--- src/rtl/lpr_pkg.sv ---
// ----------------------------------------------------------------------------
// lpr_pkg: shared constants and helpers for the line prefix replacer
// Holds the line modes, register indexes, field widths and byte selection.
// ----------------------------------------------------------------------------
package lpr_pkg;

	// field and register widths
	localparam int BYTE_W      = 8;
	localparam int WORD_W      = 64;
	localparam int PLEN_W      = 4;
	localparam int RLEN_W      = 5;
	localparam int REG_IDX_W   = 3;
	localparam int PREFIX_MAX  = 8;
	localparam int REPLACE_MAX = 16;

	// line modes
	localparam logic [1:0] MODE_MATCH = 2'd0;
	localparam logic [1:0] MODE_PASS  = 2'd1;
	localparam logic [1:0] MODE_DROP  = 2'd2;

	// register indexes on the write port
	localparam logic [REG_IDX_W-1:0] REG_PREFIX_BYTES  = 3'd0;
	localparam logic [REG_IDX_W-1:0] REG_PREFIX_LEN    = 3'd1;
	localparam logic [REG_IDX_W-1:0] REG_REPL_LOW      = 3'd2;
	localparam logic [REG_IDX_W-1:0] REG_REPL_HIGH     = 3'd3;
	localparam logic [REG_IDX_W-1:0] REG_REPL_LEN      = 3'd4;

	localparam logic [BYTE_W-1:0] NEWLINE = 8'h0A;

	// pick byte idx out of a 64-bit word, byte 0 least significant
	function automatic logic [BYTE_W-1:0] byte_of(input logic [WORD_W-1:0] w,
		input logic [2:0] idx);
		logic [BYTE_W-1:0] b;
		b = w[idx*BYTE_W +: BYTE_W];
		return b;
	endfunction

endpackage

--- src/rtl/line_prefix_replacer.sv ---
// ----------------------------------------------------------------------------
// line_prefix_replacer: rewrites lines that begin with a configured prefix
// Matches line starts against the prefix, emits the replacement on a full
// match and replays partial matches; bytes leave at most one per cycle.
// ----------------------------------------------------------------------------
// After a full match the rest of the line is dropped but for its newline;
// other lines pass unchanged. An accepted input byte loads the sequencer
// job, which moves its results (0 to 16) into the output register while it
// is free; in_stall stays high until the last one is sent, so no new byte
// is taken during a job. Reset (arst_n low, asynchronous) sets matching at
// line start, lengths 1, prefix and replacement bytes 0, and empties output.
module line_prefix_replacer (
	input  logic                              clk,
	input  logic                              arst_n,
	// register write port
	input  logic                              wr_en,
	input  logic [lpr_pkg::REG_IDX_W-1:0]     wr_index,
	input  logic [lpr_pkg::WORD_W-1:0]        wr_data,
	// input channel
	input  logic                              in_valid,
	output logic                              in_stall,
	input  logic [lpr_pkg::BYTE_W-1:0]        in_byte,
	input  logic                              end_of_input,
	// output channel
	output logic                              out_valid,
	input  logic                              out_stall,
	output logic [lpr_pkg::BYTE_W-1:0]        out_byte,
	output logic                              last_of_run
);

	// configuration registers
	logic [lpr_pkg::WORD_W-1:0] prefix_bytes_q;
	logic [lpr_pkg::PLEN_W-1:0] prefix_length_q;
	logic [lpr_pkg::WORD_W-1:0] repl_low_q;
	logic [lpr_pkg::WORD_W-1:0] repl_high_q;
	logic [lpr_pkg::RLEN_W-1:0] repl_length_q;

	// line state
	logic [1:0]                 mode_q;
	logic [lpr_pkg::PLEN_W-1:0] matched_q;

	// sequencer job
	logic                       busy_q;
	logic                       src_repl_q;
	logic [3:0]                 idx_q;
	logic [lpr_pkg::RLEN_W-1:0] remain_q;
	logic                       tail_q;
	logic [lpr_pkg::BYTE_W-1:0] tail_byte_q;

	// output register
	logic                       out_valid_q;
	logic [lpr_pkg::BYTE_W-1:0] out_byte_q;
	logic                       out_last_q;

	logic [lpr_pkg::PLEN_W-1:0] plen;
	logic [lpr_pkg::RLEN_W-1:0] rlen;
	logic [lpr_pkg::PLEN_W-1:0] m_cur;
	logic [lpr_pkg::PLEN_W-1:0] m_inc;
	logic [1:0]                 mode_cur;
	logic                       in_acc;
	logic                       emit;
	logic                       is_nl;
	logic                       pfx_hit;

	logic [1:0]                 mode_nxt;
	logic [lpr_pkg::PLEN_W-1:0] matched_nxt;
	logic [lpr_pkg::RLEN_W-1:0] job_count;
	logic                       job_repl;
	logic                       job_tail;

	logic [lpr_pkg::BYTE_W-1:0] src_byte;
	logic                       src_last;
	logic                       job_done;

	// clamp the lengths into range
	always_comb begin
		if (prefix_length_q == '0)
			plen = lpr_pkg::PLEN_W'(1);
		else if (prefix_length_q > lpr_pkg::PLEN_W'(lpr_pkg::PREFIX_MAX))
			plen = lpr_pkg::PLEN_W'(lpr_pkg::PREFIX_MAX);
		else
			plen = prefix_length_q;
		if (repl_length_q == '0)
			rlen = lpr_pkg::RLEN_W'(1);
		else if (repl_length_q > lpr_pkg::RLEN_W'(lpr_pkg::REPLACE_MAX))
			rlen = lpr_pkg::RLEN_W'(lpr_pkg::REPLACE_MAX);
		else
			rlen = repl_length_q;
	end

	// normalised line state for this byte
	assign m_cur    = (matched_q >= plen) ? '0 : matched_q;
	assign m_inc    = m_cur + lpr_pkg::PLEN_W'(1);
	assign mode_cur = (mode_q == lpr_pkg::MODE_PASS || mode_q == lpr_pkg::MODE_DROP) ?
		mode_q : lpr_pkg::MODE_MATCH;
	assign is_nl    = (in_byte == lpr_pkg::NEWLINE);
	assign pfx_hit  = (in_byte == lpr_pkg::byte_of(prefix_bytes_q, m_cur[2:0]));

	assign in_stall = busy_q;
	assign in_acc   = in_valid && !busy_q;

	// decide next line state and the burst this byte causes
	always_comb begin
		mode_nxt    = mode_cur;
		matched_nxt = m_cur;
		job_count   = '0;
		job_repl    = 1'b0;
		job_tail    = 1'b0;
		if (end_of_input) begin
			if (mode_cur == lpr_pkg::MODE_MATCH)
				job_count = lpr_pkg::RLEN_W'(m_cur);
			mode_nxt    = lpr_pkg::MODE_MATCH;
			matched_nxt = '0;
		end else begin
			unique case (mode_cur)
				lpr_pkg::MODE_PASS: begin
					job_tail = 1'b1;
					if (is_nl)
						mode_nxt = lpr_pkg::MODE_MATCH;
				end
				lpr_pkg::MODE_DROP: begin
					if (is_nl) begin
						job_tail = 1'b1;
						mode_nxt = lpr_pkg::MODE_MATCH;
					end
				end
				default: begin
					if (pfx_hit) begin
						if (m_inc >= plen) begin
							job_count   = rlen;
							job_repl    = 1'b1;
							mode_nxt    = lpr_pkg::MODE_DROP;
							matched_nxt = '0;
						end else begin
							matched_nxt = m_inc;
						end
					end else begin
						job_count   = lpr_pkg::RLEN_W'(m_cur);
						job_tail    = 1'b1;
						matched_nxt = '0;
						mode_nxt    = is_nl ? lpr_pkg::MODE_MATCH : lpr_pkg::MODE_PASS;
					end
				end
			endcase
		end
	end

	// shared byte selector over prefix or replacement
	always_comb begin
		if (src_repl_q)
			src_byte = lpr_pkg::byte_of(idx_q[3] ? repl_high_q : repl_low_q, idx_q[2:0]);
		else
			src_byte = lpr_pkg::byte_of(prefix_bytes_q, idx_q[2:0]);
		src_last = (remain_q == lpr_pkg::RLEN_W'(1)) && !tail_q;
		job_done = src_last || (remain_q == '0);
	end

	assign emit = busy_q && (!out_valid_q || !out_stall);

	// configuration registers
	always_ff @(posedge clk or negedge arst_n) begin
		if (!arst_n) begin
			prefix_bytes_q  <= '0;
			prefix_length_q <= lpr_pkg::PLEN_W'(1);
			repl_low_q      <= '0;
			repl_high_q     <= '0;
			repl_length_q   <= lpr_pkg::RLEN_W'(1);
		end else if (wr_en) begin
			unique case (wr_index)
				lpr_pkg::REG_PREFIX_BYTES: prefix_bytes_q  <= wr_data;
				lpr_pkg::REG_PREFIX_LEN:   prefix_length_q <= wr_data[lpr_pkg::PLEN_W-1:0];
				lpr_pkg::REG_REPL_LOW:     repl_low_q      <= wr_data;
				lpr_pkg::REG_REPL_HIGH:    repl_high_q     <= wr_data;
				lpr_pkg::REG_REPL_LEN:     repl_length_q   <= wr_data[lpr_pkg::RLEN_W-1:0];
				default: ;
			endcase
		end
	end

	// line state and sequencer control
	always_ff @(posedge clk or negedge arst_n) begin
		if (!arst_n) begin
			mode_q      <= lpr_pkg::MODE_MATCH;
			matched_q   <= '0;
			busy_q      <= 1'b0;
			src_repl_q  <= 1'b0;
			idx_q       <= '0;
			remain_q    <= '0;
			tail_q      <= 1'b0;
			out_valid_q <= 1'b0;
			out_last_q  <= 1'b0;
		end else begin
			if (in_acc) begin
				mode_q     <= mode_nxt;
				matched_q  <= matched_nxt;
				busy_q     <= (job_count != '0) || job_tail;
				src_repl_q <= job_repl;
				idx_q      <= '0;
				remain_q   <= job_count;
				tail_q     <= job_tail;
			end else if (emit) begin
				if (remain_q != '0) begin
					remain_q <= remain_q - lpr_pkg::RLEN_W'(1);
					idx_q    <= idx_q + 4'd1;
				end else begin
					tail_q <= 1'b0;
				end
				if (job_done)
					busy_q <= 1'b0;
			end
			// output register
			if (emit) begin
				out_valid_q <= 1'b1;
				out_last_q  <= job_done;
			end else if (out_valid_q && !out_stall) begin
				out_valid_q <= 1'b0;
			end
		end
	end

	// payload registers
	always_ff @(posedge clk) begin
		if (in_acc)
			tail_byte_q <= in_byte;
		if (emit)
			out_byte_q <= (remain_q != '0) ? src_byte : tail_byte_q;
	end

	assign out_valid   = out_valid_q;
	assign out_byte    = out_byte_q;
	assign last_of_run = out_last_q;

	// checks
	a_matched_range: assert property (@(posedge clk) disable iff (!arst_n)
		matched_q < lpr_pkg::PLEN_W'(lpr_pkg::PREFIX_MAX))
		else $error("matched count out of range");

	a_mode_legal: assert property (@(posedge clk) disable iff (!arst_n)
		mode_q != 2'd3)
		else $error("unused line mode reached");

	a_job_nonempty: assert property (@(posedge clk) disable iff (!arst_n)
		busy_q |-> (remain_q != '0) || tail_q)
		else $error("sequencer busy with nothing to send");

	a_last_ends_job: assert property (@(posedge clk) disable iff (!arst_n)
		emit && job_done |=> !busy_q && out_valid_q && out_last_q)
		else $error("final word did not end the burst");

endmodule
--- config.mk ---
export PLATFORM = sky130hd
export DESIGN_NAME = line_prefix_replacer
export DESIGN_NICKNAME = d
export VERILOG_FILES = /design/src/rtl/lpr_pkg.sv /design/src/rtl/line_prefix_replacer.sv
export SDC_FILE = /design/constraint.sdc
export NUM_CORES = 1
export LEC_CHECK = 0
export BUFFER_PORTS_ARGS = -buffer_cell sky130_fd_sc_hd__buf_4
export CAP_MARGIN = 20
export CELL_PAD_IN_SITES_DETAIL_PLACEMENT = 1
export CELL_PAD_IN_SITES_GLOBAL_PLACEMENT = 2
export CORE_UTILIZATION = 43
export DETAILED_ROUTE_END_ITERATION = 12
export PLACE_DENSITY_LB_ADDON = 0.1
export SYNTH_ARGS = -nofsm -noshare
export SYNTH_HDL_FRONTEND = slang
export SYNTH_SLANG_ARGS = --single-unit
export TNS_END_PERCENT = 50
--- constraint.sdc ---
create_clock -name clk -period 4.5 [get_ports clk]
set_input_delay 0.45 -clock clk [delete_from_list [all_inputs] [get_ports clk]]
set_output_delay 0.45 -clock clk [all_outputs]
set_load 0.05 [all_outputs]
# --- Word-level counts from Yosys, hierarchy flattened ---
# Cells that the tools add are included.
word_totals:
  regBits: 237
  inputBits: 81
  out_inout_bits: 11
  elab_cells: 116
classes:
  add_sub_neg: 3
  magnitude_cmp: 4
  eq_ne: 12
  n_shift: 3
  muxes: 46
  reduce_logical: 32
ops:
  columns: ["operator", "count"]
  rows:
  - ["indexed part select 64 x 7 -> 8 bit", 3]
  - ["two-way mux 64 bit", 1]
  - ["two-way mux 5 bit", 9]
  - ["two-way mux 4 bit", 11]
  - ["two-way mux 1 bit", 16]
  - ["two-way mux 8 bit", 2]
  - ["AND reduction 2 bit", 8]
  - ["two-way mux 2 bit", 6]
  - ["logical NOT 5 bit", 2]
  - ["nonzero test 5 bit", 2]
  - ["adder 4 x 1 -> 4 bit, second input constant", 2]
  - ["equality test 8 x 4 -> 1 bit, second input constant", 1]
  - ["equality test 8 bit", 1]
  - ["greater-or-equal comparator 4 bit", 2]
  - ["nonzero test 2 bit", 4]
  - ["equality test 3 x 2 -> 1 bit, second input constant", 2]
  - ["equality test 5 x 1 -> 1 bit, second input constant", 1]
  - ["> comparator 5 bit, second input constant", 1]
  - ["subtractor 5 x 1 -> 5 bit, second input constant", 1]
  - ["equality test 2 x 1 -> 1 bit, second input constant", 2]
  - ["equality test 2 bit, second input constant", 2]
  - ["> comparator 4 bit, second input constant", 1]
  - ["logical AND 1 bit", 4]
  - ["logical NOT 1 bit", 4]
  - ["9 further kinds", 12]

# --- Depth between registers and ports, before layout ---
logic_depth:
  depth_word: 14
  ltp_mapped: 18
  mapped_depth_nobuf: 16

# --- Worst setup path after synthesis ---
# OpenSTA, ideal clock, no wires.
synth_timing:
  path_kind: "reg-to-reg"
  startpoint: "register matched_q[0] (netlist name)"
  endpoint: "register remain_q[1] (netlist name)"
  setup_time_ns: 0.126
  arrival_time_ns: 3.519
  required_time_ns: 4.374
  path_slack_ns: 0.855
  path_stages_with_launch: 17
  synth_period_minus_slack_ns: 3.645
  cell_sequence: "dfrtp_1 buf_2 buf_4 buf_4 inv_1 ha_1 nor3b_2 o21a_1 buf_2 and2_1 ha_1 ha_1 a21o_1 a21o_1 a21oi_1 nor3_1 a311o_1"
synth_between:
  elab_chain_cells: 9
synth_rtl:
  columns: ["element", "line_no", "text"]
  rows:
  - ["start, declared", "line_prefix_replacer.sv:40", "logic [lpr_pkg::PLEN_W-1:0] matched_q;"]
  - ["start signal, assigned", "line_prefix_replacer.sv:195", "matched_q <= matched_nxt;"]
  - ["greater-or-equal comparator 4 bit", "line_prefix_replacer.sv:92", "assign m_cur = (matched_q >= plen) ? '0 : matched_q;"]
  - ["two-way mux 4 bit *", "line_prefix_replacer.sv:92", null]
  - ["adder 4 x 1 -> 4 bit", "line_prefix_replacer.sv:93", "assign m_inc = m_cur + lpr_pkg::PLEN_W'(1);"]
  - ["greater-or-equal comparator 4 bit", "line_prefix_replacer.sv:129", "if (m_inc >= plen) begin"]
  - ["two-way mux 5 bit", "line_prefix_replacer.sv:129", null]
  - ["two-way mux 5 bit", "line_prefix_replacer.sv:128", "if (pfx_hit) begin"]
  - ["two-way mux 5 bit", "line_prefix_replacer.sv:115", "unique case (mode_cur)"]
  - ["two-way mux 5 bit *", "line_prefix_replacer.sv:109", "if (end_of_input) begin"]
  - ["two-way mux 5 bit *", "line_prefix_replacer.sv:193", "if (in_acc) begin"]
  - ["end signal, assigned", "line_prefix_replacer.sv:199", "remain_q <= job_count;"]
  - ["end signal, assigned", "line_prefix_replacer.sv:203", "remain_q <= remain_q - lpr_pkg::RLEN_W'(1);"]
  - ["end, declared", "line_prefix_replacer.sv:46", "logic [lpr_pkg::RLEN_W-1:0] remain_q;"]
# Every way passes the cells marked *; elsewhere a longest branch is shown, timed or not.
# A chain may end at the register's enable or synchronous reset.

# --- Final worst setup path ---
layout_timing:
  startpoint: "register prefix_length_q[0] (netlist name)"
  endpoint: "register remain_q[1] (netlist name)"
layout_between:
  elab_chain_cells: 12
layout_rtl:
  columns: ["element", "line_no", "text"]
  rows:
  - ["start, declared", "line_prefix_replacer.sv:33", "logic [lpr_pkg::PLEN_W-1:0] prefix_length_q;"]
  - ["start signal, assigned", "line_prefix_replacer.sv:164", "prefix_length_q <= lpr_pkg::PLEN_W'(1);"]
  - ["start signal, assigned", "line_prefix_replacer.sv:171", "lpr_pkg::REG_PREFIX_LEN: prefix_length_q <= wr_data[lpr_pkg::PLEN_W-1:0];"]
  - ["> comparator 4 bit", "line_prefix_replacer.sv:79", "else if (prefix_length_q > lpr_pkg::PLEN_W'(lpr_pkg::PREFIX_MAX))"]
  - ["two-way mux 4 bit", "line_prefix_replacer.sv:79", null]
  - ["two-way mux 4 bit *", "line_prefix_replacer.sv:77", "if (prefix_length_q == '0)"]
  - ["greater-or-equal comparator 4 bit", "line_prefix_replacer.sv:92", null]
  - ["two-way mux 4 bit", "line_prefix_replacer.sv:92", null]
  - ["adder 4 x 1 -> 4 bit", "line_prefix_replacer.sv:93", null]
  - ["greater-or-equal comparator 4 bit", "line_prefix_replacer.sv:129", null]
  - ["two-way mux 5 bit", "line_prefix_replacer.sv:129", null]
  - ["two-way mux 5 bit", "line_prefix_replacer.sv:128", null]
  - ["two-way mux 5 bit", "line_prefix_replacer.sv:115", null]
  - ["two-way mux 5 bit *", "line_prefix_replacer.sv:109", null]
  - ["two-way mux 5 bit *", "line_prefix_replacer.sv:193", null]
# Marked as above.

==> out/qor_table.md <==
| Item | This run |
| --- | --- |
| Outcome | complete, no violations |
| Total Power | 7.43 mW |
| RSZ-0062 raised after global routing | false |
| Die X | 168 µm |
| DR vias/cell | 5.88 |
| Sinks on Clock Net | 237 |
| Combined global-route utilization of all metal layers | 24.4% |
| Buffers and inverters on the worst path | 1 |
| Full die area | 0.0281 mm² |
| Vias after detailed routing | 7,626 |
| NumNets Final | 1,031 |
| Cell total after placement | 1,245 |
| Pwr per Cell Area | 541 mW/mm² |
| Most common cell in the synthesized netlist | sky130_fd_sc_hd__dfrtp_1 |
| TritonCTS clock tree | done |
| Top-level port count | 92 |
| Worst clock skew on the final layout | 0.0151 ns |
| Yosys top cell area share | 46.5% |
| Primary FF master, synth | sky130_fd_sc_hd__dfrtp_1 |
| Part of the power in registers | 42.7% |
| Tmin final | 3.85 ns |
| Post-Synthesis Mean Instance Area | 13.9 µm² |
| Total wire length after detailed routing | 32.9 mm |
| H-tree level count | 1 |
| Half-perimeter wire length after placement | 23.6 mm |
| Critical path capture point type | flop |
| Crit path kind | reg2reg |
| Data arrival at the endpoint of the critical path | 4.27 ns |
| Number of gates resized after cts | 0 |
| Placeable core area | 0.0270 mm² |
| Number of antenna violations at the first check in global routing | 3 |
| Number of I/O port buffers | 91 |
| Sw Share | 32.9% |
| Fraction of final layout cells sized beyond drive strength 1 | 44.1% |
| Family of cells with the greatest summed delay on the critical path | simple AND/OR/NAND/NOR gates |
| Critical path launch point type | flop |
| First-pass detailed-route iteration total | 5 |
| Slowest cell delay on critical path | 0.66 ns |
| Cell area after synthesis | 0.0118 mm² |
| Starting density of the core | 43.8% |
| Area used by multi-input combinational logic | 0.00550 mm² |
| Clock network latency to the later pin of the worst-skew pair | 0.55 ns |
| Count of routing violations after the opening detailed-route iteration | 455 |
| Cell types with the largest area share after synthesis | sky130_fd_sc_hd__dfrtp_1, sky130_fd_sc_hd__mux2_2, sky130_fd_sc_hd__mux4_2, sky130_fd_sc_hd__edfxtp_1, sky130_fd_sc_hd__mux2i_1 |
| CP Data Required Time | 4.92 ns |
| Filler cell count | 2,675 |
| Async set-reset flop share out of synthesis | 93.2% |
| Final hold violation count | 0 |
| Share of the clock period used by the worst path after layout | 85.6% |
| Final ANT Viol Nets | 0 |
| Maximum clock frequency | 260 MHz |
| Post-synthesis cell type with the largest combined area | sky130_fd_sc_hd__dfrtp_1 |
| Core utilization of the finished layout | 50.9% |
| Maximum number of pins on one net before global-route repair | 102 |
| Global placement routability congestion | 0.851 |
| Post-Route Setup TNS | 0 ns |
| Largest voltage drop on the vdd net | 0.294 mV |
| Number of maximum-capacitance violations | 0 |
| Fin cells | 1,296 |
| # DRC | 0 |
| Fin. max-slew vios | 0 |
| Leakage power | 5.69 nW |
| Setup violations, final | 0 |
| Diodes inserted | 0 |
| Syn. warnings | 0 |
| Critical-path maximum fanout | 22 |
| Sequential cell area fraction in the yosys report | 51.0% |
| Average wire per standard cell | 25.4 µm |
| List of most frequent post-synthesis cells | sky130_fd_sc_hd__dfrtp_1, sky130_fd_sc_hd__mux2_2, sky130_fd_sc_hd__mux4_2, sky130_fd_sc_hd__nand2_1, sky130_fd_sc_hd__clkbuf_1 |
| Fraction of power consumed by combinational cells | 28.7% |
| Clock share of power | 28.6% |
| Row cnt | 60 |
| Aggregate global routing overflow | 0 |
| Cells along the critical path | nor2_1 > nor2_1 > ha_1 > nor3b_2 > o21a_1 > buf_4 > o211a_1 > a311oi_1 > or4_4 > nor4_4 > a21oi_1 > a311o_1 |
| TritonCTS Buffers | 27 |
| Vertical die dimension | 168 µm |
| Headroom to the max-slew limit | 36.7% |
| Total nets after synthesis | 948 |
| Clock tree root buffer cell | sky130_fd_sc_hd__clkbuf_16 |
| Standard cell with the maximum stage delay on the critical path | sky130_fd_sc_hd__nor4_4 |
| Slew at the pin closest to its max-slew limit | 0.937 ns |
| Gate count of the mapped netlist | 851 |
| Maximum clock path buffer count | 3 |
| Hold Path Class | in2reg |
| Syn-to-layout area delta | 16.4% |
| Wire length of the first global-routing pass | 51.8 mm |
| Cell mode on critical path | sky130_fd_sc_hd__nor2_1 |
| Vias in the first global route | 8,508 |
| Area taken by flip-flops and latches | 0.00602 mm² |
| Clock transition at the registers of the reported paths | 0.06 ns |
| Total net switching power | 2.44 mW |
| Count of different cell masters after synthesis | 59 |
| EDFF count, synth | 16 |
| Number of flip-flops and latches in the synthesized netlist | 237 |
| Internal power contribution | 4.99 mW |
-- routing by layer --
| metal | GRT usage, % | share of wire (%) | vias up | wire length, µm |
|---|---|---|---|---|
| met5 | 0 | 0.073 | - | 24 |
| met4 | 8.86 | 3.4 | 4 | 1130 |
| met3 | 3.73 | 3.9 | 62 | 1270 |
| met2 | 39.8 | 48 | 177 | 15800 |
| met1 | 33.0 | 45 | 4028 | 14700 |
| li1 | - | - | 3355 | - |
-- registers in the layout (all words and copies together) (netlist names) --
signal / flops
prefix_bytes_q: 64
repl_high_q: 64
repl_low_q: 64
out_byte: 8
tail_byte_q: 8
remain_q: 5
repl_length_q: 5
idx_q: 4
matched_q: 4
prefix_length_q: 4
mode_q: 2
in_stall: 1
last_of_run: 1
out_valid: 1
src_repl_q: 1
tail_q: 1
-- worst min-delay path, stage by stage --
cell and delay (ns):
sky130_fd_sc_hd__buf_4 0.08, sky130_fd_sc_hd__nand2_1 0.05, sky130_fd_sc_hd__nand2b_1 0.06
-- layout make-up --
class / instances / area share, %
multi-input combinational: 543 / 40.1
inverter: 16 / 0.437
clock buffer: 45 / 6.01
clock inverter: 5 / 0.310
sequential: 237 / 43.8
tap: 341 / 3.11
timing repair buffer: 109 / 6.22
-- power groups by stage --
stage	logic (mW)	clock network (mW)	registers, mW
CTS	2.16	2.19	3.18
floorplan	1.40	0	3.10
global placement	2.07	0	3.17
finish	2.13	2.13	3.17
global route	2.31	2.25	3.24
detailed placement	2.14	0	3.21
-- cells in the final DEF (no fill, tap or decap), types with 25 or more instances in the layout --
master and count:
sky130_fd_sc_hd__dfrtp_1 217, sky130_fd_sc_hd__mux2_2 200, sky130_fd_sc_hd__buf_4 105, sky130_fd_sc_hd__mux4_2 59, sky130_fd_sc_hd__nand2_1 51, sky130_fd_sc_hd__a21oi_1 32, sky130_fd_sc_hd__mux2i_1 28, sky130_fd_sc_hd__clkbuf_16 28
sky130_fd_sc_hd__nor2_1 25
-- path summary, 6_finish.rpt --
path	depth (start not counted)	endpoint	slack, ns	from
setup / recovery	12	remain_q[1]	0.65	prefix_length_q[0]
max in group asynchronous	3	repl_low_q[55]	2.91	arst_n
hold / removal	3	out_valid	0.14	out_stall
min in group asynchronous	2	out_valid	0.53	arst_n
hold reg to reg	2	last_of_run	0.49	last_of_run
setup reg to reg	12	remain_q[1]	0.65	prefix_length_q[0]
-- metrics by stage --
step | cell area, µm² | setup WS, ns | hold WS [ns]
floorplan | 11800 | 0.855 | 0.154
global placement | 12900 | 0.854 | 0.471
detailed placement | 12900 | 0.689 | 0.489
CTS | 13700 | 0.676 | 0.113
global route | 13700 | 0.429 | 0.121
finish | 13700 | 0.649 | 0.135
-- cell families (layout without fill, tap and decap cells) --
logic type / count (synthesis) / after routing / share of synthesized area (%)
and+or+nand+nor: 124 / 124 / 5.35
muxes: 287 / 287 / 32.7
DFF: 237 / 237 / 51.0
xor gates and xnor gates: 9 / 9 / 0.668
adders and majority gates: 16 / 16 / 1.70
buffers and inverters: 71 / 175 / 2.61
AOI/OAI and AO/OA: 107 / 107 / 5.98
-- timing repair --
| action | 4_1_cts | 5_1_grt |
|---|---|---|
| buffers inserted | 0 | 0 |
| setup endpoints to repair | 0 | 0 |
| endpoints found under the hold margin | 46 | 0 |
| hold buffers | 1 | 0 |
Power figures use the tool's default switching activity.
